### config.mk
export PLATFORM = sky130hd
export DESIGN_NAME = rzn_ram
export DESIGN_NICKNAME = d
export VERILOG_FILES = /design/src/rtl/row_zscore_normalizer_assert.svh /design/src/rtl/rzn_ram.sv
export SDC_FILE = /design/constraint.sdc
export NUM_CORES = 2
export LEC_CHECK = 0
export BUFFER_PORTS_ARGS = -buffer_cell sky130_fd_sc_hd__buf_4
export CAP_MARGIN = 5
export CORE_UTILIZATION = 60
export DETAILED_ROUTE_END_ITERATION = 7
export PLACE_DENSITY_LB_ADDON = 0.2
export REMOVE_ABC_BUFFERS = 1
export SLEW_MARGIN = 20
export SYNTH_ARGS = -nofsm -noshare
export SYNTH_HDL_FRONTEND = slang
export SYNTH_SLANG_ARGS = --single-unit
### constraint.sdc
create_clock -name i_clk -period 3.13 [get_ports i_clk]
set_clock_uncertainty 0.05 [all_clocks]
set_input_delay 0 -clock i_clk [delete_from_list [all_inputs] [get_ports i_clk]]
set_output_delay 0 -clock i_clk [all_outputs]
set_load 0.01 [all_outputs]
### src/rtl/row_zscore_normalizer_assert.svh
// Assertion macros for the row z-score normalizer back end (rzn_back).
// Needs a clock named i_clk and an active-low reset named i_rst_n in scope.
`ifndef ROW_ZSCORE_NORMALIZER_ASSERT_SVH
`define ROW_ZSCORE_NORMALIZER_ASSERT_SVH

// Same-cycle implication, checked outside reset.
`define RZN_ASSERT_NOW(lbl, ante, cons, msg) \
    lbl: assert property (@(posedge i_clk) disable iff (!i_rst_n) (ante) |-> (cons)) \
        else $error(msg);

// Next-cycle implication, checked outside reset.
`define RZN_ASSERT_NEXT(lbl, ante, cons, msg) \
    lbl: assert property (@(posedge i_clk) disable iff (!i_rst_n) (ante) |=> (cons)) \
        else $error(msg);

`endif

### src/rtl/rzn_ram.sv
// Generic simple dual-port RAM, one write and one registered read port.
// No dependencies.
module rzn_ram #(
    parameter int W     = 16,
    parameter int DEPTH = 128
) (
    input  logic                     i_clk,
    input  logic                     i_we,
    input  logic [$clog2(DEPTH)-1:0] i_waddr,
    input  logic [W-1:0]             i_wdata,
    input  logic [$clog2(DEPTH)-1:0] i_raddr,
    output logic [W-1:0]             o_rdata
);

    logic [W-1:0] r_mem [DEPTH];
    logic [W-1:0] r_rdata;

    always_ff @(posedge i_clk) begin
        if (i_we) begin
            r_mem[i_waddr] <= i_wdata;
        end
        r_rdata <= r_mem[i_raddr];
    end

    assign o_rdata = r_rdata;

endmodule

Word level (Yosys, flattened, before mapping)
Memories as Yosys holds them, arrays and structs flattened. A register that Yosys moved wholly into a read port is not among the register bits. Cells that the tools add are included.

Register bits after elaboration: 0. Memory bits (writable): 2048. Input port bits: 32. Output and inout port bits: 16. Memories kept: 1.

Memories: r_mem (words 128, width 16, read ports 1, clocked after memory_dff 1, wr ports 1, line rzn_ram.sv:15) `logic [W-1:0] r_mem [DEPTH];`.

Multiplexer cells: 2.

Operator list (number): 2-to-1 mux 1 bit (2).

Longest topological paths before layout
Word-level depth: 2. Gate-level depth with buffers: 7.

Worst setup path before layout
OpenSTA, ideal clock, no wires.

Path kind: in2reg. From: input port i_raddr[0]. To: register r_rdata[0], in the netlist o_rdata[0], read port of r_mem. Setup time: 0.121 ns. Data arrival time: 2.374 ns. Data required time: 2.959 ns. Path slack: 0.585 ns. Stages on the path: 6. Path buffers: 2. Cell sequence: buf_2 -> buf_1 -> mux4_2 -> mux4_2 -> mux4_2 -> mux2_2.

RTL lines: start, declared (line rzn_ram.sv:11) `input logic [$clog2(DEPTH)-1:0] i_raddr,`; end, declared (line rzn_ram.sv:16) `logic [W-1:0] r_rdata;`.

==> metrics <==
final hold viol count=0; Worst Setup Slack, final=approximately 0.094 ns; Post-CTS Setup Repair Bufs=0; Num CTS Buffers=197; Synth Area in XOR/XNOR=0; dpl ws=0.0778 ns; Crit. End Element=flip-flop; finished layout cell area=89,300 sq um; worst slew pin tran=1.11 ns; worst vdd ir=0.509 mV; final setup fails=0; clk root buf=clkbuf_16; Post-DP Area=82,900 sq um; Vias=36,800; routed len/inst=around 36 um; Antenna Nets Post-Route=0; NumNets Final=3,490; die width=between 300 and 400 um; WL final=approximately 190 mm; DR vias/cell=6.86; Non-Filler Instances=5,366; Placed Cells=4,968; Compound-Gate Fraction of Synth Area=0; syn avg cell area=25.4 sq um; Data arrival, critical path=3.71 ns; combinational family with the most area after synthesis=multiplexers; clk slew on worst S/H paths=roughly 0.060 ns; reg2reg path depth=5; GRT Residual Overflow=0; setup TNS=0 ns; DIE AREA=132,000 sq um; DR pass1 iterations=7; Ys Warns=0; CP Class=flip-flop to flip-flop; Max-cap violations=0; GRT Total Usage=0.297; Lkg Pwr=about 28 nW; CTS tree=built; crit path capture=o_rdata[11]$_DFF_P_; register area share after synthesis=0.787; Mapped Area=~80,000 sq um; relative slew slack=0.258; initial antenna violation count=22; Synth Area in Adders=0; Yosys cell types=17; io pins=48; Final Max Tran Viols=0; first-iteration detailed-routing DRC count=5,721; RSZ-0062 raised after global routing=false; R2R Path End=o_rdata[11]$_DFF_P_; r2r startpoint=r_mem[116][11]$_DFFE_PP_; port buffer count=47; Worst-Skew Late Latency=between 0.8 and 0.9 ns; Layout area overhead=13.7%; layout cells sized above 1=0.348; Min-Delay Path Class=input pin to flip-flop; Longest Clk Path Bufs=3; worst setup path startpoint=r_mem[116][11]$_DFFE_PP_; Simple-Gate Fraction of Synth Area=0.00888; placed wire-length estimate=~110 mm; clock sinks=between 2,000 and 2,500; detailed-route DRC error count=0; Pwr Density=around 630 nW/um^2; CP Launch Type=flip-flop; Seq cells post-synth=2,064; CP max FO=1; status=finished clean; via count of the first global-routing pass=36,800; worst reg-to-reg setup slack=roughly 0.094 ns; Achievable Freq=329 MHz; row cnt=132; Final GP Congestion=0.824; first-pass GRT wire length=271 mm; die height=between 300 and 400 um; Core Region=approximately 130,000 sq um; Data required, critical path=3.80 ns; htree depth=4; hold_ws=roughly 0.054 ns; largest net degree at the start of global routing=112; Mapped Cells=3,086; min Tclk post-route=about 3.0 ns; final period utilization=0.970; mux cell area share after synthesis=0.195; Initial Utilization=0.606
==> per-stage QoR <==
step           power, mW  utilization
2_1_floorplan       32.3            -
3_3_place_gp        34.1        0.640
3_5_place_dp        34.2        0.640
4_1_cts             56.1        0.688
5_1_grt             57.2        0.689
6_report            55.8        0.689
==> flip-flops by register name (all words and copies together), names as in the netlist <==
signal / count
r_mem: 2048
o_rdata: 16
==> what timing repair did <==
action | 4_1_cts | 5_1_grt
resized for setup | 0 | 0
endpoints found under the setup margin | 0 | 0
hold buffers | 32 | 0
hold endpoints to repair | 2157 | 0
==> routing by layer <==
| layer | global-route usage | part of all wire |
|---|---|---|
| met5 | 0 | 0.00053 |
| met4 | 0.0882 | 0.030 |
| met3 | 0.0755 | 0.12 |
| met2 | 0.456 | 0.48 |
| met1 | 0.432 | 0.37 |
==> synthesized netlist by cell type <==
cell / count / area [sq um]
buf_4: 1 / 7.51
dfxtp_1: 16 / 320
nand2b_1: 2 / 12.5
nand3_1: 12 / 60.1
nor3_1: 9 / 45.0
clkbuf_1: 82 / 308
nand2_1: 14 / 52.6
nor2b_1: 7 / 43.8
edfxtp_1: 2048 / 61500
mux2_2: 16 / 180
buf_1: 28 / 105
mux4_2: 672 / 15100
nand4_1: 3 / 18.8
or3_1: 1 / 6.26
nor2_1: 122 / 458
buf_2: 52 / 260
buf_6: 1 / 11.3
==> worst max-delay path: stages, from the launching register on <==
cell	delay [ns]
edfxtp_1	0.37
mux4_2	0.47
mux4_2	0.61
mux4_2	0.58
mux2_2	0.29
dlygate4sd3_1	0.55
==> worst min-delay path by stage <==
| stage | startpoint | end | slack [ns] | cells after the start |
|---|---|---|---|---|
| after floorplan | i_wdata[0] | r_mem[0][0]$_DFFE_PP_ | 0.05 | 0 |
| after global placement | o_rdata[12]$_DFF_P_ | o_rdata[12] | 0.40 | 1 |
| after detailed placement | o_rdata[10]$_DFF_P_ | o_rdata[10] | 0.40 | 1 |
| after CTS | i_raddr[3] | o_rdata[14]$_DFF_P_ | 0.02 | 3 |
| after global routing | i_raddr[3] | o_rdata[6]$_DFF_P_ | 0.08 | 3 |
| final | i_raddr[3] | o_rdata[14]$_DFF_P_ | 0.05 | 3 |
==> power breakdown <==
part           switching, mW  leakage [nW]  internal, mW
logic                   1.75          6.40          1.28
clock network           9.93          2.91          12.3
registers             0.0921          18.5          30.5
==> placed cells by master, fill, tap and decap left out, drive strengths merged, types with 6 or more instances in the layout <==
cell type | netlist | layout
dfxtp | 16 | 16
bufinv | 0 | 6
inv | 0 | 8
dlygate4sd3 | 0 | 32
nor2b | 7 | 7
nand3 | 12 | 12
buf | 82 | 305
nor3 | 9 | 9
mux2 | 16 | 16
nor2 | 122 | 122
nand2 | 14 | 14
edfxtp | 2048 | 2048
clkbuf | 82 | 261
mux4 | 672 | 672
clkinv | 0 | 80
==> area by class of cell <==
cell class / instances / area, sq um
antenna: 5 / 12.5
clock buffer: 261 / 5230
fill: 7472 / 40300
sequential: 2064 / 61800
multi-input combinational: 858 / 16100
clock inverter: 99 / 766
timing repair buffer: 337 / 3250
tap: 1742 / 2180
==> kinds of logic (layout without fill, tap and decap cells) <==
logic type | Yosys count | in the layout
buffers and inverters | 164 | 697
flip-flops | 2064 | 2064
multiplexers | 688 | 688
AND/OR/NAND/NOR | 170 | 170
other | 0 | 5
Note: power is estimated with default switching activity, not from simulation.
