$ cat config.mk
export PLATFORM = sky130hd
export DESIGN_NAME = rzn_queue
export DESIGN_NICKNAME = d
export VERILOG_FILES = /design/src/rtl/row_zscore_normalizer_assert.svh /design/src/rtl/rzn_queue.sv
export SDC_FILE = /design/constraint.sdc
export NUM_CORES = 1
export LEC_CHECK = 0
export BUFFER_PORTS_ARGS = -buffer_cell sky130_fd_sc_hd__buf_2
export CORE_ASPECT_RATIO = 0.9
export CORE_MARGIN = 1
export CORE_UTILIZATION = 56
export DETAILED_ROUTE_END_ITERATION = 8
export GPL_TIMING_DRIVEN = 0
export HOLD_SLACK_MARGIN = 0.12
export PLACE_DENSITY_LB_ADDON = 0.2
export RECOVER_POWER = 25
export SLEW_MARGIN = 20
export SYNTH_ARGS = -nofsm -noshare
export SYNTH_HDL_FRONTEND = slang
export SYNTH_SLANG_ARGS = --single-unit
$ cat constraint.sdc
create_clock -name i_clk -period 9.3 [get_ports i_clk]
set_clock_uncertainty 0.15 [all_clocks]
set_input_delay 2.325 -clock i_clk [delete_from_list [all_inputs] [get_ports i_clk]]
set_output_delay 2.325 -clock i_clk [all_outputs]
set_load 0.005 [all_outputs]
$ cat src/rtl/row_zscore_normalizer_assert.svh
// Assertion macros for the row z-score normalizer back end (rzn_back).
// Needs a clock named i_clk and an active-low reset named i_rst_n in scope.
`ifndef ROW_ZSCORE_NORMALIZER_ASSERT_SVH
`define ROW_ZSCORE_NORMALIZER_ASSERT_SVH

// Same-cycle implication, checked outside reset.
`define RZN_ASSERT_NOW(lbl, ante, cons, msg) \
    lbl: assert property (@(posedge i_clk) disable iff (!i_rst_n) (ante) |-> (cons)) \
        else $error(msg);

// Next-cycle implication, checked outside reset.
`define RZN_ASSERT_NEXT(lbl, ante, cons, msg) \
    lbl: assert property (@(posedge i_clk) disable iff (!i_rst_n) (ante) |=> (cons)) \
        else $error(msg);

`endif

$ cat src/rtl/rzn_queue.sv
// Two-entry queue of finished-row descriptors between front and back.
// No dependencies.
module rzn_queue #(
    parameter int W = 64
) (
    input  logic         i_clk,
    input  logic         i_rst_n,
    input  logic         i_push,
    input  logic [W-1:0] i_data,
    input  logic         i_pop,
    output logic [W-1:0] o_data,
    output logic         o_empty
);

    logic [W-1:0] r_mem [2];
    logic         r_wp;
    logic         r_rp;
    logic [1:0]   r_cnt;

    always_ff @(posedge i_clk) begin
        if (!i_rst_n) begin
            r_wp  <= 1'b0;
            r_rp  <= 1'b0;
            r_cnt <= 2'd0;
        end else begin
            if (i_push) begin
                r_wp <= ~r_wp;
            end
            if (i_pop) begin
                r_rp <= ~r_rp;
            end
            r_cnt <= r_cnt + 2'(i_push) - 2'(i_pop);
        end
    end

    always_ff @(posedge i_clk) begin
        if (i_push) begin
            r_mem[r_wp] <= i_data;
        end
    end

    assign o_data  = r_mem[r_rp];
    assign o_empty = (r_cnt == 2'd0);

endmodule

Word-level counts from Yosys, hierarchy flattened
Memory sizes are Yosys's and may differ from the RTL's. A register that Yosys moved wholly into a read port is not among the register bits.
Cells that the tools add are included.
{"block": "word_totals", "ff_bits": 4, "ramBits": 128, "input_bits": 68, "output_inout_bits": 65, "mem_count": 1}
{"block": "classes", "n_addsub": 2, "n_mux": 4, "bitwise": 2, "reduce_logical": 1}
{"name": "r_mem", "depth": 2, "width": 64, "read_ports": 1, "rd_ports_with_merged_regs": 1, "write_ports": 1, "line_no": "rzn_queue.sv:15", "source": "logic [W-1:0] r_mem [2];"}
{"op": "$mux 1", "n": 4}
{"op": "$add 2x1->2", "n": 1}
{"op": "$logic_not 2->1", "n": 1}
{"op": "$not 1->1", "n": 2}
{"op": "$sub 2x1->2", "n": 1}

Longest topological paths before layout
Gate-level depths: netlist of the first run.
{"block": "logic_depth", "ltp_word": 3, "ltp_mapped": 6, "depth_no_buf": 6}

Least setup slack after synthesis of the first run
OpenSTA, ideal clock, no wires.
{"block": "synth_path", "path_type": "input to register", "startpoint": "input port i_push", "endpoint": "memory r_mem[0][0], enable pin", "arrival_time_ns": 5.170, "slack_ns": 3.485, "stages": 1, "path_buffers": 0, "cell_sequence": "nor2b_1"}
{"block": "synth_between", "elab_chain_len": 2}
{"item": "start, declared", "line_no": "rzn_queue.sv:8", "source": "input logic i_push,"}
{"item": "$mux 1", "line_no": "rzn_queue.sv:37", "source": "if (i_push) begin"}
{"item": "$mux 1 (not written as such)", "line_no": "rzn_queue.sv:38", "source": "r_mem[r_wp] <= i_data;"}
{"item": "end, declared", "line_no": "rzn_queue.sv:15"}
No other way between the ends.

==> results.md, run 1 <==
* Share of post-route cells with drive strength above 1 at 0.604
* Synth Cell Area at roughly 5100 sq um
* Total cell area at the placement stage at ~6000 sq um
* Count of nets left with antenna violations after detail routing at 0
* Total count of hold-check failures in the final report at 0
* Setup slack after placement at around 5.5 ns
* Routed wire length at ~8600 um
* Internal power summed over all cells at around 1.2 mW
* Mean post-synth cell area at 23.5 sq um
* All-Layer GR Usage at 0.192
* Fraction of the mapped netlist area in adder cells at 0.00487
* Synthesized flop and latch total at between 100 and 150
* Reg power frac at 0.466
* Detailed-placement wirelength estimate at roughly 5700 um
* CP max FO at 10
* Yosys cell types at 14
* CTS tree: yes
* RSZ-0062 raised after global routing: false
* Pwr Total at 1.50 mW
* Metal3 WL at between 600 and 700 um
* Launch point of the worst reg-to-reg path: r_wp$_SDFFE_PN0P_
* Via count at ~2500
* Area growth from synthesis to final layout at 28.9%
* Wire per inst at approximately 17 um
* # port buffers at about 130
* Logic pwr share at 0.107
* H-Tree Level Count at 4
* Detailed-route wire length on metal 1 at roughly 3200 um
* Simple-gate area share of the yosys netlist at 0.00925
* Warnings, synthesis at 0
* Clock period minus final worst setup slack at a little over 4 ns
* Sequential element share of the synthesized area at 0.767
* Critical path startpoint category: flip-flop
* Root cell of the clock tree: sky130_fd_sc_hd__clkbuf_8
* Iteration count of the initial detailed-routing pass at 4
* # setup viols final at 0
* Met2 wirelength from detailed routing at about 4600 um
* Drc violations at 0
* Max transition margin at 0.656
* Final slew viol count at 0
* Endpoint arrival time on the critical path at approximately 1.7 ns
* Number of global-route vias before repair at approximately 2700
* Max Cap Viol at 0
* Main combinational cell family by area after synthesis: multiplexers
* Max Buffers Root-to-Sink at 2
* Measured slew at the worst slew-check pin at 0.515 ns
* Max IR drop VDD at between 0.00015 and 0.0002 V
* Number of sinks on the clock net at between 100 and 150
* Least setup slack across all paths after layout at ~5.2 ns
* Status: finished clean
* HP Class: reg2reg
* Post-CTS setup buffer count at 0
* Critical path type: reg2out
* Floorplan row count at 32
* Overall overflow remaining after global route at 0
* Post-CTS Resized at 0
* Area of the die at 9570 sq um
* Top cells by area, synth: sky130_fd_sc_hd__edfxtp_1 (75%), sky130_fd_sc_hd__mux2_4 (18%), sky130_fd_sc_hd__buf_12 (2.3%)
* Number of diodes added for antenna fixing at 0
* Clock buffers created by TritonCTS at 17
* Post-placement cell count at roughly 470
* Period Utilization, post-route at 0.444
* Power density of the placed cells at about 230 nW/um^2
* Detailed-route vias per instance at between 4 and 5
* Hold path startpoint: r_rp$_SDFFE_PN0P_
* Final cell count without fillers at just over 500
* Complex-gate fraction of the synthesized area at 0.00146
* Highest signal layer in the routed design: met4
* XOR/XNOR share of the synthesized area at 0.00609
* Final total negative setup slack at 0 ns
* Clock power share at 0.426
* Final instance area at around 6600 sq um
* Category of the worst setup path capture point: primary output
* Synthesized net count at just under 300
* DRC violation total after the first TritonRoute iteration at 71
* Post-layout net count at 444
* Net Sw Frac at 0.206
* Portion of synthesized cell area occupied by the leading cell type at 0.748
* Wire length of the first global-routing pass at between 10000 and 15000 um
* Initial antenna violation count at 0
* Die extent in y at a little over 90 um
* Leakage at between 2 and 3 nW
* Cell type with the highest aggregate area in the netlist: sky130_fd_sc_hd__edfxtp_1
* Fmax at approximately 240 MHz
* Share of cell area taken by muxes after synthesis at 0.184
* Post-CTS Hold Fix Bufs at 0
* Final GP Congestion at approximately 0.65
* Initial Utilization at 0.589
* Data required time at the worst endpoint at 6.83 ns
* Die Wd at 103 um
* Area of the core at 8730 sq um
* Pin count of the biggest net entering global routing at 38
* Number of I/O pins at approximately 130
* Clock latency on the worst-skew pair at 0.50 ns
* Switching Power at ~310 uW
* Reg clk slew, reported paths at approximately 0.06 ns
* Synthesized netlist cell count at around 220
==> state kept, by name, indices dropped and copies added (netlist names), named ones only <==
signal / count
r_wp: 1
r_cnt: 2
r_mem: 128
r_rp: 1
==> stage by stage <==
stage / hold WS [ns] / utilization
after CTS: 0.444 / 0.760
final: 0.439 / 0.759
after global placement: 0.417 / 0.682
after floorplan: 0.405 / -
after global routing: 0.479 / 0.759
after detailed placement: 0.419 / 0.694
==> worst paths after layout <==
| path | slack, ns | cells after the start | to |
|---|---|---|---|
| max | 5.17 | 4 | o_data[62] |
| min | 0.44 | 2 | flip-flop |
| max reg2reg | 7.69 | 3 | r_mem[0][31]$_DFFE_PP_ |
| min reg2reg | 0.44 | 2 | flip-flop |
==> per-layer routing <==
layer	GRT usage	vias up
met1	0.194	1237
met5	0	-
met2	0.334	95
met4	0.109	0
li1	-	1177
met3	0.0709	14
==> cell families after synthesis <==
| family | count (synthesis) |
|---|---|
| DFF | 133 |
| muxes | 64 |
| buffers and inverters | 9 |
| and+or+nand+nor | 8 |
| xor gates and xnor gates | 2 |
| adders and majority gates | 2 |
| AOI/OAI and AO/OA | 1 |
==> cell type report <==
cell class                      count  area [sq um]
Multi-Input combinational cell     77          1070
Clock buffer                       18           418
Buffer                              7           131
Inverter                            2          7.51
Fill cell                         546          2100
Sequential cell                   133          3940
Clock inverter                     13           158
Timing Repair Buffer              136           751
Tap cell                          119           149
==> cell usage in the layout, fill, tap and decap left out, types with 2 or more instances in the layout <==
cell type                    Yosys  final
sky130_fd_sc_hd__buf_2           0    128
sky130_fd_sc_hd__edfxtp_1      128    128
sky130_fd_sc_hd__mux2_4         60     60
sky130_fd_sc_hd__clkbuf_16       0     16
sky130_fd_sc_hd__buf_12          6      8
sky130_fd_sc_hd__dfxtp_1         5      5
sky130_fd_sc_hd__clkbuf_1        0      5
sky130_fd_sc_hd__mux2_2          4      4
sky130_fd_sc_hd__and2_1          4      3
sky130_fd_sc_hd__bufinv_16       0      3
sky130_fd_sc_hd__inv_1           2      2
sky130_fd_sc_hd__nor2b_1         3      2
sky130_fd_sc_hd__ha_1            2      2
sky130_fd_sc_hd__clkinv_2        0      2
sky130_fd_sc_hd__clkinv_1        0      2
sky130_fd_sc_hd__clkinv_4        0      2
sky130_fd_sc_hd__clkinvlp_4      0      2
sky130_fd_sc_hd__inv_6           0      2
sky130_fd_sc_hd__buf_16          0      2
==> critical path: stages, from the launching register on <==
cell	delay [ns]
sky130_fd_sc_hd__dfxtp_1	0.33
sky130_fd_sc_hd__buf_6	0.21
sky130_fd_sc_hd__buf_12	0.17
sky130_fd_sc_hd__mux2_4	0.30
sky130_fd_sc_hd__buf_2	0.14
==> cell usage after synthesis <==
library cell,count
sky130_fd_sc_hd__edfxtp_1,128
sky130_fd_sc_hd__mux2_4,60
sky130_fd_sc_hd__buf_12,6
sky130_fd_sc_hd__dfxtp_1,5
sky130_fd_sc_hd__and2_1,4
sky130_fd_sc_hd__mux2_2,4
sky130_fd_sc_hd__nor2b_1,3
sky130_fd_sc_hd__ha_1,2
sky130_fd_sc_hd__inv_1,2
sky130_fd_sc_hd__buf_6,1
sky130_fd_sc_hd__nor2_1,1
sky130_fd_sc_hd__o21a_1,1
sky130_fd_sc_hd__xnor3_1,1
sky130_fd_sc_hd__xor2_1,1
==> power groups by stage <==
stage               Combinational, mW  Clock, mW  Sequential, mW
floorplan                      0.0974          0           0.714
global placement                0.153          0           0.716
detailed placement              0.164          0           0.714
CTS                             0.165      0.655           0.702
global route                    0.175      0.683           0.703
finish                          0.162      0.641           0.702
(Power assumes the default switching activity.)
==> run 2, diff against run 1 <==
Settings changed: CORE_UTILIZATION 56 to 52.
Clock period 9.3 ns to 3.83 ns, I/O delays scaled along.
==> run 2 against run 1 <==
  * Setup slack worse by 4.1 ns
  * Utilization is 6.9 points lower
  * Clock power increased to 2.5 times the previous value
  * Flip-flop and latch count unchanged
  * Wire length decreased by 4.6%
  * Final cell count is 1.4% higher
  * Register-to-register slack worse by 5.5 ns
  * Highest routed layer unchanged
  * Via count down 2.5%
  * Critical path depth did not move
==> results.md, run 2 (same netlist as run 1, synthesis figures left out) <==
* HP Class: reg2reg
* Post-CTS setup buffer count at 0 (unchanged)
* DRC violation total after the first TritonRoute iteration at 80 (+13%)
* Number of sinks on the clock net at 133 (unchanged)
* Pwr Total at 3.72 mW (+150%)
* Number of diodes added for antenna fixing at 0 (unchanged)
* Max IR drop VDD at 0.000365 V (+110%)
* Clock buffers created by TritonCTS at 17 (unchanged)
* Category of the worst setup path capture point: primary output
* Area of the die at 10300 sq um (+7.5%)
* CTS tree: yes
* Commonest cells after routing, fill and taps aside: sky130_fd_sc_hd__edfxtp_1 (128), sky130_fd_sc_hd__buf_2 (127), sky130_fd_sc_hd__mux2_4 (60), sky130_fd_sc_hd__clkbuf_16 (16), sky130_fd_sc_hd__buf_12 (7)
* Detailed-route vias per instance at 4.81 (-3.8%)
* Post-CTS Hold Fix Bufs at 0 (unchanged)
* Die Wd at 107 um (+3.7%)
* Critical path startpoint category: flip-flop
* Number of global-route vias before repair at 2477 (-9.0%)
* Number of I/O pins at 133 (unchanged)
* Pin count of the biggest net entering global routing at 34 (-11%)
* Clock latency on the worst-skew pair at 0.50 ns (about the same)
* Max transition margin at 0.636 (-0.0199)
* Wire per inst at 16.0 um (-5.9%)
* Floorplan row count at 34 (+6.3%)
* Routed wire length at 8170 um (-4.6%)
* Met1 Resource Use GR at 0.188 (-0.00600)
* Max Buffers Root-to-Sink at 2 (unchanged)
* Period Utilization, post-route at 0.723
* Leakage at 2.67 nW (+0.46%)
* Number of buffer and inverter stages on the critical path at 3 (unchanged)
* Count of nets left with antenna violations after detail routing at 0 (unchanged)
* Overall overflow remaining after global route at 0 (unchanged)
* Max Cap Viol at 0 (unchanged)
* Wire length of the first global-routing pass at 12200 um (-4.8%)
* Launch point of the worst reg-to-reg path: r_wp$_SDFFE_PN0P_
* Least setup slack across all paths after layout at 1.06 ns (-4.11 ns)
* Final slew viol count at 0 (unchanged)
* Total count of hold-check failures in the final report at 0 (unchanged)
* Die extent in y at 96.3 um (+3.7%)
* Cell with the largest stage delay on the worst path: sky130_fd_sc_hd__dfxtp_1
* Drc violations at 0 (unchanged)
* Data required time at the worst endpoint at 2.72 ns (-4.11 ns)
* Initial antenna violation count at 0 (unchanged)
* CP cell instances: buf_6 -> buf_12 -> mux2_4 -> buf_2
* Clock period minus final worst setup slack at roughly 2.8 ns
* Commonest non-fill, non-tap cell in the layout: sky130_fd_sc_hd__edfxtp_1
* Measured slew at the worst slew-check pin at 0.545 ns (+0.0298 ns)
* Detailed-placement wirelength estimate at 5420 um (-5.2%)
* Area growth from synthesis to final layout at 29.7%
* Top Registers: r_mem: 128 flops, r_cnt: 2 flops
* Endpoint arrival time on the critical path at 1.66 ns (about the same)
* Global-route met2 utilization at 0.273 (-0.0613)
* Via count at 2461 (-2.5%)
* Area of the core at 9660 sq um (+11%)
* # setup viols final at 0 (unchanged)
* Fmax at approximately 360 MHz
* Final total negative setup slack at 0 ns (unchanged)
* CP max FO at 10 (unchanged)
* Root cell of the clock tree: sky130_fd_sc_hd__clkbuf_8
* Initial Utilization at 0.532 (-0.0566)
* Dominant delay contributor by cell family on the critical path: buffers and inverters
* # port buffers at 132 (unchanged)
* Post-layout net count at 444 (unchanged)
* Number of flip-flops under the largest register name at 128 (unchanged)
* Largest Register: r_mem
* Status: finished clean
* Slowest Stage Delay on Critical Path at 0.32 ns (about the same)
* Global route hottest layer: met2
* Hold path startpoint: r_rp$_SDFFE_PN0P_
* Share of post-route cells with drive strength above 1 at 0.604 (unchanged)
* Post-CTS Resized at 0 (unchanged)
* Share of the core filled with cells at 0.690 (-0.0687)
* Power density of the placed cells at 558 nW/um^2 (+150%)
* Final GP Congestion at 0.674 (+2.9%)
* Reg clk slew, reported paths at 0.06 ns (about the same)
* Setup slack after placement at 1.38 ns (-4.15 ns)
* Iteration count of the initial detailed-routing pass at 4 (unchanged)
* H-Tree Level Count at 4 (unchanged)
* All-Layer GR Usage at 0.166 (-0.0253)
* RSZ-0062 raised after global routing: false
* Critical path type: reg2out
* Routing usage on met3 at 0.0650 (-0.00595)
* Worst hold-check slack at 0.441 ns (+0.00190 ns)
run 2: worst reg2reg max path, cell delays in order (launching register included):
cell	delay, ns
sky130_fd_sc_hd__dfxtp_1	0.34
sky130_fd_sc_hd__nor2b_4	0.46
sky130_fd_sc_hd__buf_16	0.23
sky130_fd_sc_hd__buf_16	0.17
run 2: per-layer routing:
metal | vias to the layer above | routed length, um
met1 | 1181 | 3260
li1 | 1179 | -
met4 | 0 | 44
met5 | - | 0
met3 | 6 | 627
met2 | 95 | 4240
run 2: cell type report:
cell class / count / area (sq um)
multi-input combinational: 77 / 1070
fill: 668 / 2990
buffer: 7 / 131
tap: 126 / 158
clock inverter: 13 / 184
inverter: 2 / 7.51
clock buffer: 18 / 418
timing repair buffer: 136 / 757
sequential: 133 / 3940
run 2: per-stage QoR:
stage	cell area, sq um	cells
floorplan	5140	219
global placement	5960	477
detailed placement	6070	481
CTS	6670	512
global route	6670	512
finish	6670	512
run 2: path summary, 6_finish.rpt:
path | cells past startpoint | slack (ns) | to
setup / recovery | 4 | 1.06 | o_data[13]
hold / removal | 2 | 0.44 | flip-flop
setup reg to reg | 3 | 2.18 | r_mem[0][44]$_DFFE_PP_
hold reg to reg | 2 | 0.44 | flip-flop
run 2: report_power, final:
| group | switching [mW] | internal, mW |
|---|---|---|
| Clock | 0.572 | 1.05 |
| Combinational | 0.158 | 0.234 |
| Sequential | 0.0208 | 1.68 |
