## src/rtl/row_zscore_normalizer_assert.svh

```systemverilog
// Assertion macros for the row z-score normalizer back end (rzn_back).
// Needs a clock named i_clk and an active-low reset named i_rst_n in scope.
`ifndef ROW_ZSCORE_NORMALIZER_ASSERT_SVH
`define ROW_ZSCORE_NORMALIZER_ASSERT_SVH

// Same-cycle implication, checked outside reset.
`define RZN_ASSERT_NOW(lbl, ante, cons, msg) \
    lbl: assert property (@(posedge i_clk) disable iff (!i_rst_n) (ante) |-> (cons)) \
        else $error(msg);

// Next-cycle implication, checked outside reset.
`define RZN_ASSERT_NEXT(lbl, ante, cons, msg) \
    lbl: assert property (@(posedge i_clk) disable iff (!i_rst_n) (ante) |=> (cons)) \
        else $error(msg);

`endif

```

## src/rtl/rzn_pkg.sv

```systemverilog
// Shared constants for the row z-score normalizer.
// No dependencies.
package rzn_pkg;

    localparam int unsigned CFG_W    = 7;         // row_length register width
    localparam logic [6:0]  CFG_RST  = 7'd64;     // row_length after reset
    localparam int unsigned NORM_W   = 16;        // Q4.12 result width
    localparam int unsigned DIG_BITS = 4;         // quotient bits per divider cycle
    localparam int unsigned QZ_BITS  = 16;        // quotient bits of a normalized value

endpackage

```

## src/rtl/rzn_front.sv

```systemverilog
// Front end: takes samples into the row store, sums them and their squares,
// and queues a descriptor when a row closes. Depends on rzn_pkg.
module rzn_front
    import rzn_pkg::*;
#(
    parameter int ROW_MAX     = 64,
    parameter int SAMPLE_BITS = 16
) (
    input  logic                                  i_clk,
    input  logic                                  i_rst_n,
    input  logic [CFG_W-1:0]                      i_row_len,
    input  logic                                  i_valid,
    output logic                                  o_ready,
    input  logic signed [SAMPLE_BITS-1:0]         i_sample,
    output logic                                  o_we,
    output logic [$clog2(ROW_MAX):0]              o_waddr,
    output logic [SAMPLE_BITS-1:0]                o_wdata,
    output logic                                  o_push,
    output logic [1+$clog2(ROW_MAX+1)+3*SAMPLE_BITS+2*$clog2(ROW_MAX)-1:0] o_desc,
    input  logic                                  i_row_done
);

    localparam int SB   = SAMPLE_BITS;
    localparam int LB   = $clog2(ROW_MAX);
    localparam int NB   = $clog2(ROW_MAX + 1);
    localparam int SUMW = SB + LB;
    localparam int SQW  = 2 * SB + LB;

    logic [NB-1:0]          r_fill, n_fill;
    logic signed [SUMW-1:0] r_sum, n_sum;
    logic [SQW-1:0]         r_sq, n_sq;
    logic                   r_bank;
    logic [1:0]             r_busy;
    logic [NB-1:0]          eff_len;
    logic [SB-1:0]          mag;
    logic                   accept;
    logic                   close;

    always_comb begin
        if (i_row_len == '0) begin
            eff_len = NB'(1);
        end else if (i_row_len > CFG_W'(ROW_MAX)) begin
            eff_len = NB'(ROW_MAX);
        end else begin
            eff_len = NB'(i_row_len);
        end
    end

    assign mag    = i_sample[SB-1] ? SB'(-i_sample) : SB'(i_sample);
    assign accept = i_valid && o_ready;
    assign n_fill = r_fill + 1'b1;
    assign n_sum  = r_sum + SUMW'(i_sample);
    assign n_sq   = r_sq + SQW'(mag * mag);
    assign close  = accept && (n_fill >= eff_len);

    // A bank stays busy from the push until the back end finishes its last result.
    always_ff @(posedge i_clk) begin
        if (!i_rst_n) begin
            r_fill <= '0;
            r_sum  <= '0;
            r_sq   <= '0;
            r_bank <= 1'b0;
            r_busy <= 2'd0;
        end else begin
            if (close) begin
                r_fill <= '0;
                r_sum  <= '0;
                r_sq   <= '0;
                r_bank <= ~r_bank;
            end else if (accept) begin
                r_fill <= n_fill;
                r_sum  <= n_sum;
                r_sq   <= n_sq;
            end
            r_busy <= r_busy + 2'(close) - 2'(i_row_done);
        end
    end

    assign o_ready = (r_busy < 2'd2);
    assign o_we    = accept;
    assign o_waddr = {r_bank, r_fill[LB-1:0]};
    assign o_wdata = i_sample;
    assign o_push  = close;
    assign o_desc  = {r_bank, n_fill, n_sum, n_sq};

endmodule

```

## config.mk

```make
export PLATFORM = sky130hd
export DESIGN_NAME = rzn_front
export DESIGN_NICKNAME = d
export VERILOG_FILES = /design/src/rtl/row_zscore_normalizer_assert.svh /design/src/rtl/rzn_pkg.sv /design/src/rtl/rzn_front.sv
export SDC_FILE = /design/constraint.sdc
export NUM_CORES = 1
export LEC_CHECK = 0
export ABC_AREA = 1
export ABC_CLOCK_PERIOD_IN_PS = 18000
export BUFFER_PORTS_ARGS = -buffer_cell sky130_fd_sc_hd__buf_2
export CORE_ASPECT_RATIO = 0.6
export CORE_MARGIN = 10
export CORE_UTILIZATION = 40
export DETAILED_ROUTE_END_ITERATION = 12
export PLACE_DENSITY_LB_ADDON = 0.2
export SYNTH_ARGS = -nofsm -noshare
export SYNTH_HDL_FRONTEND = slang
export SYNTH_SLANG_ARGS = --single-unit
```

## constraint.sdc

```tcl
create_clock -name i_clk -period 18 [get_ports i_clk]
set_input_delay 0.9 -clock i_clk [delete_from_list [all_inputs] [get_ports i_clk]]
set_output_delay 0.9 -clock i_clk [all_outputs]
set_load 0.01 [all_outputs]
```

# == Yosys cells after proc, flatten, opt, wreduce, memory -nomap -nowiden ==
# Cells that the tools add are included.
# op_classes
addsub,6
multipliers,1
n_lt_le_gt_ge,3
mux,3
n_bitwise,2
n_reduce_logical,4
# ops
operator,count
38-bit by 32-bit adder with 38-bit output,1
16-bit by 16-bit multiplier with 32-bit output,1
22-bit by 16-bit adder with 22-bit output,1
16-bit 2-to-1 mux,1
16-bit negator,1
7-bit 2-to-1 mux,2
"7-bit by 1-bit adder with 7-bit output, second input constant",1
7-bit >= comparator,1
"7-bit greater-than comparator, second input constant",1
7-bit logical NOT,1
2-bit by 1-bit adder with 2-bit output,1
1-bit logical AND,2
"2-bit < comparator, second input constant",1
1-bit inverter,2
2-bit OR reduction,1
2-bit by 1-bit subtractor with 2-bit output,1
# word_totals
register_bits,70
in_bits,27
output_inout_bits,94
word_cells,24

# == Longest topological paths before layout ==
# Gate-level depths: netlist of the first run.
# depth
depth_word,7
ltp_mapped,37
depth_no_buf,36

# == Least setup slack after synthesis of the first run ==
# Ideal clock, no wire load.
# synth_path
kind,input-to-output
startpoint,in i_sample[0]
endpoint,out o_desc[33]
arrival_time_ns,7.126
required_time_ns,17.100
path_slack_ns,9.974
path_stages,33
n_path_buf,2
cell_sequence,inv_2 -> buf_1 -> ha_1 -> nand2_2 -> nor3_4 -> nand2_1 -> xor2_1 -> nand2_1 -> nand2_2 -> buf_4 -> inv_2 -> nand2_1 -> fa_1 -> inv_1 -> fa_1 -> inv_1 -> fa_1 -> inv_1 -> fa_1 -> fa_1 -> inv_1 -> fa_1 -> inv_1 -> ha_1 -> nand2_1 -> inv_1 -> nand2_1 -> inv_1 -> a21oi_1 -> nor2_1 -> nor2_1 -> nand3_1 -> nand2_1
# synth_via
elab_chain_len,4
# synth_rtl
element,line_no,text
start: declaration,rzn_front.sv:14,"input logic signed [SAMPLE_BITS-1:0] i_sample,"
16-bit negator,rzn_front.sv:49,assign mag = i_sample[SB-1] ? SB'(-i_sample) : SB'(i_sample);
16-bit 2-to-1 mux *,rzn_front.sv:49,
16-bit by 16-bit multiplier with 32-bit output *,rzn_front.sv:53,assign n_sq = r_sq + SQW'(mag * mag);
38-bit by 32-bit adder with 38-bit output *,rzn_front.sv:53,
end: declaration,rzn_front.sv:19,"output logic [1+$clog2(ROW_MAX+1)+3*SAMPLE_BITS+2*$clog2(ROW_MAX)-1:0] o_desc,"
# Every way passes the cells marked *; elsewhere a longest branch is shown, timed or not.

# == Worst setup path after layout of the first run ==
# Ends and elaborated chain as after synthesis.

==> results of run 1 <==
==> final timing paths <==
path | slack, ns | start | cells past startpoint | endpoint
min reg2reg | 0.47 | r_sq[0]$_SDFFE_PP0P_ | 2 | r_sq[0]$_SDFFE_PP0P_
max reg2reg | 12.71 | r_sq[13]$_SDFFE_PP0P_ | 20 | r_sq[33]$_SDFFE_PP0P_
min | 0.47 | r_sq[0]$_SDFFE_PP0P_ | 2 | r_sq[0]$_SDFFE_PP0P_
max | 8.09 | i_sample[0] | 33 | o_desc[33]
==> worst max-delay path, delay by kind of cell <==
family                     cells  cell delay [ns]
adders and majority gates      8             3.86
and+or+nand+nor               13             2.62
buffers and inverters         11             1.51
AOI/OAI and AO/OA              1             0.08
==> per-layer routing <==
layer	wire length, µm	up-vias
met2	17300	419
met3	4300	26
met1	23400	5856
met5	0	-
met4	333	0
li1	-	6134
==> layout by cell type (no fill, tap or decap), types with 4 or more instances in the layout <==
cell type  instances
a211oi_1          12
a21oi_1           88
buf_2            120
clkbuf_16          9
conb_1            11
dfxtp_1           70
fa_1             198
ha_1             135
inv_1            523
inv_2             26
inv_6              4
nand2_1          440
nand2_2           13
nand2_4            4
nand3_1           83
nand4_1           17
nor2_1           183
nor2_2            19
nor2_4            14
nor3_1            14
o21ai_0           32
o21ai_1            9
o21bai_1           9
xnor2_1           12
xor2_1            25
==> area by class of cell <==
type,count,area share (%)
repair buffers,123,4.03
multi-input cells,1350,67.7
inverters,553,13.5
diodes,1,0.0162
clock inverters,7,0.478
well taps,467,3.78
flip-flops and latches,70,9.07
clock buffers,9,1.46
==> cells by family after synthesis <==
kind of cell | count (synthesis) | share of synthesized area [%]
AOI/OAI and AO/OA | 160 | 6.18
xor gates and xnor gates | 41 | 2.81
adders and majority gates | 333 | 39.7
buffers and inverters | 610 | 17.0
DFF | 70 | 9.83
other | 2 | 0.0527
and+or+nand+nor | 805 | 24.4
==> stage by stage <==
| stage | utilization, % | setup slack, ns | cell area (µm²) |
|---|---|---|---|
| finish | 44.1 | 8.09 | 15500 |
| global route | 44.1 | 7.82 | 15500 |
| CTS | 44.1 | 8.42 | 15500 |
| detailed placement | 43.2 | 8.45 | 15200 |
| floorplan | - | 9.97 | 14300 |
| global placement | 43.2 | 8.43 | 15200 |
==> flip-flops by register name, summed over array words and instances (netlist names) <==
| register | cells |
|---|---|
| r_busy | 2 |
| r_bank | 1 |
| r_sum | 22 |
| r_sq | 38 |
| r_fill | 7 |
==> reports/metrics.yaml, run 1 <==
timing:
  finalSetupViolCount: 0
  period_minus_slack_ns: 9.91
  fin_crit_sh_pct: 55.0
  skew_ns: 0.0138
  fmax_mhz: 101
  final-hold-violation-count: 0
  worstMarginPinSlew_ns: 0.987
  slew_violations: 0
  setup_tns_ns: 0
  relSlewSlack_pct: 33.5
  whs_ns: 0.470
  rsz0062_at_grt: "false"
worst_setup_path:
  slowest_stage: "ha_1"
  crit_fanout: 16
  path_common_cell: "inv_1"
  arrival_ns: 9.01
  startpoint_type: "input port"
  crit_path_end_kind: "primary output"
  cpPeakStageDelay_ns: 0.55
  critical_path_class: "in -> out"
  required_ns: 17.10
synth:
  synth_cell_types: 47
  yosysTopAreaCellShare_pct: 27.8
  synthCells: 2021
  ys_top_cells_by_count: "inv_1 (523), nand2_1 (442), fa_1 (198)"
  synth_seq_cells: 70
  synthesis.area_mm2: 0.0142
  ys.flop_type: "dfxtp_1"
  synth.area.top_cells: "fa_1 (28%), inv_1 (14%), ha_1 (12%), nand2_1 (12%), dfxtp_1 (9.8%)"
  yosys_warnings: 0
  yosys.area.top_type: "fa_1"
  ys_seq_area_share_pct: 9.83
  async_flop_share_pct: 0
  synth_edf_count: 0
  synthMostInstantiatedCell: "inv_1"
  postSynthAreaPerCell_um2: 7.05
drt:
  drc: 0
  firstDrtPassIters: 6
  drtIter0Drc: 1079
  vias: 12400
  vias_per_cell: 4.82
  ant_nets: 0
  wire_per_inst_um: 17.6
  routed_wl_um: 45400
hold_path:
  hp-class: "reg -> reg"
finish:
  drive_gt1_share_pct: 11.1
  nets: 2467
  multi_input_area_mm2: 0.0105
  seq_area_mm2: 0.00140
  fin_cells: 2580
  area_growth_pct: 8.47
  fill_cells: 3622
place:
  place.gp.congestion: 0.979
  dp_cells: 2563
  port-buffer-count: 120
  dp_hpwl_um: 38800
floorplanning:
  die_w_um: 264
  start_util_pct: 40.6
  die_h_um: 166
  dieArea_mm2: 0.0438
  ios: 121
  core_area_mm2: 0.0351
  rows: 53
clocking:
  cts_buffers: 9
  postCtsSetupBuffers: 0
  cts_max_level: 3
  ctsResizeCount: 0
  clock-sinks: 70
  clock_path_buffers: 2
  clock_latency_ns: 0.38
  cts_hold_buf: 0
  cts_tree: "built"
  clockRootBuffer: "clkbuf_16"
  clkTransAtPathRegs_ns: 0.08
global_route:
  grt_start_max_net_pins: 59
  antenna_found_initial: 0
  met3_usage_pct: 7.02
  busiest_layer: "met1"
  gr-total-overflow: 0
  grt_pass1_wl_um: 72000
  grt_pass1_vias: 12300
  grt_util_met2_pct: 27.9
  grt.total_usage_pct: 20.9
  gr-usage-met1_pct: 32.1
flow_run:
  maxCapViolCount: 0
status:
  status: "finished clean"
Power of run 1 is left out: the tool's default activity adds up to more than one toggle a clock period on the data nets, which glitch-free logic cannot reach.
==> inputs of run 2 (changes only) <==
ABC_CLOCK_PERIOD_IN_PS = 8200   (was 18000)
clock period = 8.2 ns   (was 18 ns; I/O delays follow)
==> reports/metrics.yaml, run 2 (same netlist as run 1, synthesis figures left out) <==
status:
  status: "finished clean"
finish:
  area_growth_pct: 9.43
  mostFrequentLayoutCells: "inv_1 (523), nand2_1 (440), fa_1 (198), nor2_1 (183), ha_1 (135)"
  largestRegisters: "r_sq x38, r_sum x22, r_fill x7"
  diodes: 0
  fill_cells: 3683
  largest-register: "r_sq"
  seq_area_mm2: 0.00140
  multi_input_area_mm2: 0.0105
  largest_register_ffs: 38
  drive_gt1_share_pct: 11.9
  final_common_cell: "inv_1"
  nets: 2485
worst_setup_path:
  cpPeakStageDelay_ns: 0.56
  path_common_cell: "fa_1"
  critical_path_class: "in -> out"
  required_ns: 7.79
  arrival_ns: 7.43
  crit_path_end_kind: "primary output"
  slowest_stage: "fa_1"
  crit_fanout: 9
  startpoint_type: "input port"
timing:
  slew_violations: 0
  skew_ns: 0.0151
  rsz0062_at_grt: "false"
  fin_crit_sh_pct: 95.6
  fmax_mhz: 128
  whs_ns: 0.268
  finalSetupViolCount: 0
  period_minus_slack_ns: 7.84
  worstMarginPinSlew_ns: 0.981
  final-hold-violation-count: 0
  setup_tns_ns: 0
  relSlewSlack_pct: 34.6
drt:
  drtIter0Drc: 1080
  vias: 12600
  firstDrtPassIters: 7
  vias_per_cell: 4.85
  drc: 0
  wire_per_inst_um: 17.8
  routed_wl_um: 46300
  ant_nets: 0
clocking:
  clock_latency_ns: 0.39
  cts_buffers: 9
  clkTransAtPathRegs_ns: 0.08
  cts_tree: "built"
  cts_hold_buf: 0
  clock_path_buffers: 2
  ctsResizeCount: 0
  clockRootBuffer: "clkbuf_16"
  postCtsSetupBuffers: 0
  clock-sinks: 70
  cts_max_level: 3
floorplanning:
  die_h_um: 166
  start_util_pct: 40.6
  die_w_um: 264
  ios: 121
  rows: 53
  dieArea_mm2: 0.0438
  core_area_mm2: 0.0351
global_route:
  gr-total-overflow: 0
  met3_usage_pct: 6.19
  grt_pass1_vias: 12200
  antenna_found_initial: 0
  grt_pass1_wl_um: 72200
  gr-usage-met1_pct: 33.0
  busiest_layer: "met1"
  grt.total_usage_pct: 21.1
  grt_util_met2_pct: 28.1
  grt_start_max_net_pins: 76
place:
  place.gp.congestion: 0.978
  dp_hpwl_um: 39400
  port-buffer-count: 120
hold_path:
  hp-class: "in -> reg"
flow_run:
  maxCapViolCount: 0
==> run 2: worst max-delay path: cells and delay by family <==
family                     cells  cell delay, ns
buffers and inverters          8            0.89
and+or+nand+nor               12            1.82
AOI/OAI and AO/OA              1            0.29
xor gates and xnor gates       1            0.33
adders and majority gates      8            3.66
==> run 2: per-layer routing <==
metal	vias up	wire length, µm
li1	6154	-
met1	6016	23900
met2	409	17600
met3	26	4530
met4	0	350
met5	-	0
==> run 2: path summary, 6_finish.rpt <==
check / from / to / slack (ns) / cells after the start
max: i_sample[1] / o_desc[20] / 0.36 / 30
min: i_rst_n / r_busy[0]$_SDFF_PN0_ / 0.27 / 3
max reg2reg: r_sq[10]$_SDFFE_PP0P_ / r_sq[28]$_SDFFE_PP0P_ / 3.37 / 21
min reg2reg: r_sq[0]$_SDFFE_PP0P_ / r_sq[0]$_SDFFE_PP0P_ / 0.47 / 2
==> run 2: cell type report <==
cell class / count / area share, %
inverters: 553 / 13.4
multi-input cells: 1350 / 67.1
flip-flops and latches: 70 / 8.99
clock buffers: 9 / 1.44
well taps: 467 / 3.75
repair buffers: 141 / 4.86
clock inverters: 7 / 0.473
==> run 2: metrics by stage <==
step | cells | setup WS [ns] | area (µm²) | util, %
floorplan | 2030 | 1.15 | 14300 | -
global placement | 2581 | 0.470 | 15300 | 43.6
detailed placement | 2581 | 0.333 | 15300 | 43.6
CTS | 2597 | 0.300 | 15600 | 44.4
global route | 2597 | 0.0703 | 15600 | 44.5
finish | 2597 | 0.362 | 15600 | 44.5
Power of run 2 is left out for the same reason.
==> inputs of run 3 (changes only) <==
CORE_ASPECT_RATIO = 1.1   (was 0.6)
CORE_MARGIN = not set   (was 10)
PLACE_DENSITY = 0.6   (was not set)
PLACE_DENSITY_LB_ADDON = not set   (was 0.2)
==> reports/metrics.yaml, run 3 (same netlist as run 1, synthesis figures left out) <==
status:
  status: "finished clean"
timing:
  skew_ns: 0.0174
  slew_violations: 0
  finalSetupViolCount: 0
  setup_tns_ns: 0
  worstMarginPinSlew_ns: 0.891
  fmax_mhz: 131
  whs_ns: 0.279
  final-hold-violation-count: 0
  relSlewSlack_pct: 40.6
  period_minus_slack_ns: 7.66
  rsz0062_at_grt: "false"
  fin_crit_sh_pct: 93.4
drt:
  ant_nets: 0
  vias_per_cell: 4.82
  routed_wl_um: 39000
  firstDrtPassIters: 5
  wire_per_inst_um: 15.2
  drc: 0
  vias: 12400
  drtIter0Drc: 554
finish:
  mostFrequentLayoutCells: "inv_1 (523), nand2_1 (440), fa_1 (198), nor2_1 (183), ha_1 (135)"
  largest-register: "r_sq"
  area_growth_pct: 8.82
  diodes: 0
  drive_gt1_share_pct: 11.6
  nets: 2477
  fin_cells: 2565
  largestRegisters: "r_sq x38, r_sum x22, r_fill x7"
  final_common_cell: "inv_1"
  largest_register_ffs: 38
  final_area_mm2: 0.0155
global_route:
  grt.total_usage_pct: 22.9
  grt_start_max_net_pins: 79
  grt_pass1_wl_um: 64500
  gr-total-overflow: 0
  antenna_found_initial: 0
  grt_pass1_vias: 12800
place:
  placed_area_mm2: 0.0152
  dp_hpwl_um: 32800
  dp_cells: 2550
  place.gp.congestion: 0.958
  port-buffer-count: 120
worst_setup_path:
  crit_fanout: 10
  crit_path_end_kind: "primary output"
  startpoint_type: "input port"
  required_ns: 7.79
  arrival_ns: 7.25
  critical_path_class: "in -> out"
  slowest_stage: "fa_1"
  cpPeakStageDelay_ns: 0.54
clocking:
  clkTransAtPathRegs_ns: 0.06
  cts_tree: "built"
  clock-sinks: 70
  clock_latency_ns: 0.38
  clock_path_buffers: 2
  clockRootBuffer: "clkbuf_16"
  postCtsSetupBuffers: 0
  cts_hold_buf: 0
  cts_buffers: 9
  ctsResizeCount: 0
  cts_max_level: 3
floorplanning:
  die_h_um: 200
  rows: 72
  core_area_mm2: 0.0351
  ios: 121
  die_w_um: 182
  start_util_pct: 40.6
  dieArea_mm2: 0.0364
hold_path:
  hp-class: "in -> reg"
flow_run:
  maxCapViolCount: 0
## run 3: changes by cell type in the layout (fill, tap and decap cells not counted), sizes merged
| cell | change |
|---|---|
| buf | -8 |
| bufinv | +1 |
| inv | -5 |
| clkinvlp | +2 |
| clkbuf | +1 |
## run 3: worst max-delay path: cells and delay by family
| family | cells | cell delay, ns |
|---|---|---|
| adder cells (fa/ha/maj) | 8 | 3.63 |
| AND/OR/NAND/NOR | 10 | 1.42 |
| buffers and inverters | 10 | 0.88 |
| AO/OA/AOI/OAI | 2 | 0.51 |
| XOR/XNOR | 1 | 0.38 |
## run 3: per-layer routing
| metal | track usage (%) | up-vias | routed length [µm] |
|---|---|---|---|
| met5 | 0 | - | 0 |
| met4 | 7.35 | 0 | 879 |
| met3 | 2.38 | 39 | 1350 |
| met2 | 41.7 | 250 | 19300 |
| met1 | 28.4 | 5920 | 17400 |
| li1 | - | 6146 | - |
## run 3: path summary, 6_finish.rpt
kind | start | end | slack, ns | depth (start not counted)
worst max-delay path | i_sample[1] | o_desc[32] | 0.54 | 31
worst max register to register | r_sq[11]$_SDFFE_PP0P_ | r_sq[28]$_SDFFE_PP0P_ | 3.47 | 21
worst min register to register | r_sq[0]$_SDFFE_PP0P_ | r_sq[0]$_SDFFE_PP0P_ | 0.47 | 2
worst min-delay path | i_rst_n | r_busy[0]$_SDFF_PN0_ | 0.28 | 3
## run 3: layout make-up
class | count | area, µm²
Multi-Input combinational cell | 1350 | 10500
Clock buffer | 10 | 239
Inverter | 553 | 2090
Timing Repair Buffer | 133 | 698
Tap cell | 444 | 556
Clock inverter | 5 | 58.8
Sequential cell | 70 | 1400
Fill cell | 3686 | 19600
## run 3: metrics by stage
step           worst slack [ns]  utilization, %
6_report                  0.543            44.1
5_1_grt                  0.0955            44.1
4_1_cts                   0.447            44.1
3_5_place_dp              0.450            43.3
3_3_place_gp              0.477            43.3
2_1_floorplan              1.15               -
Power of run 3 is left out for the same reason.
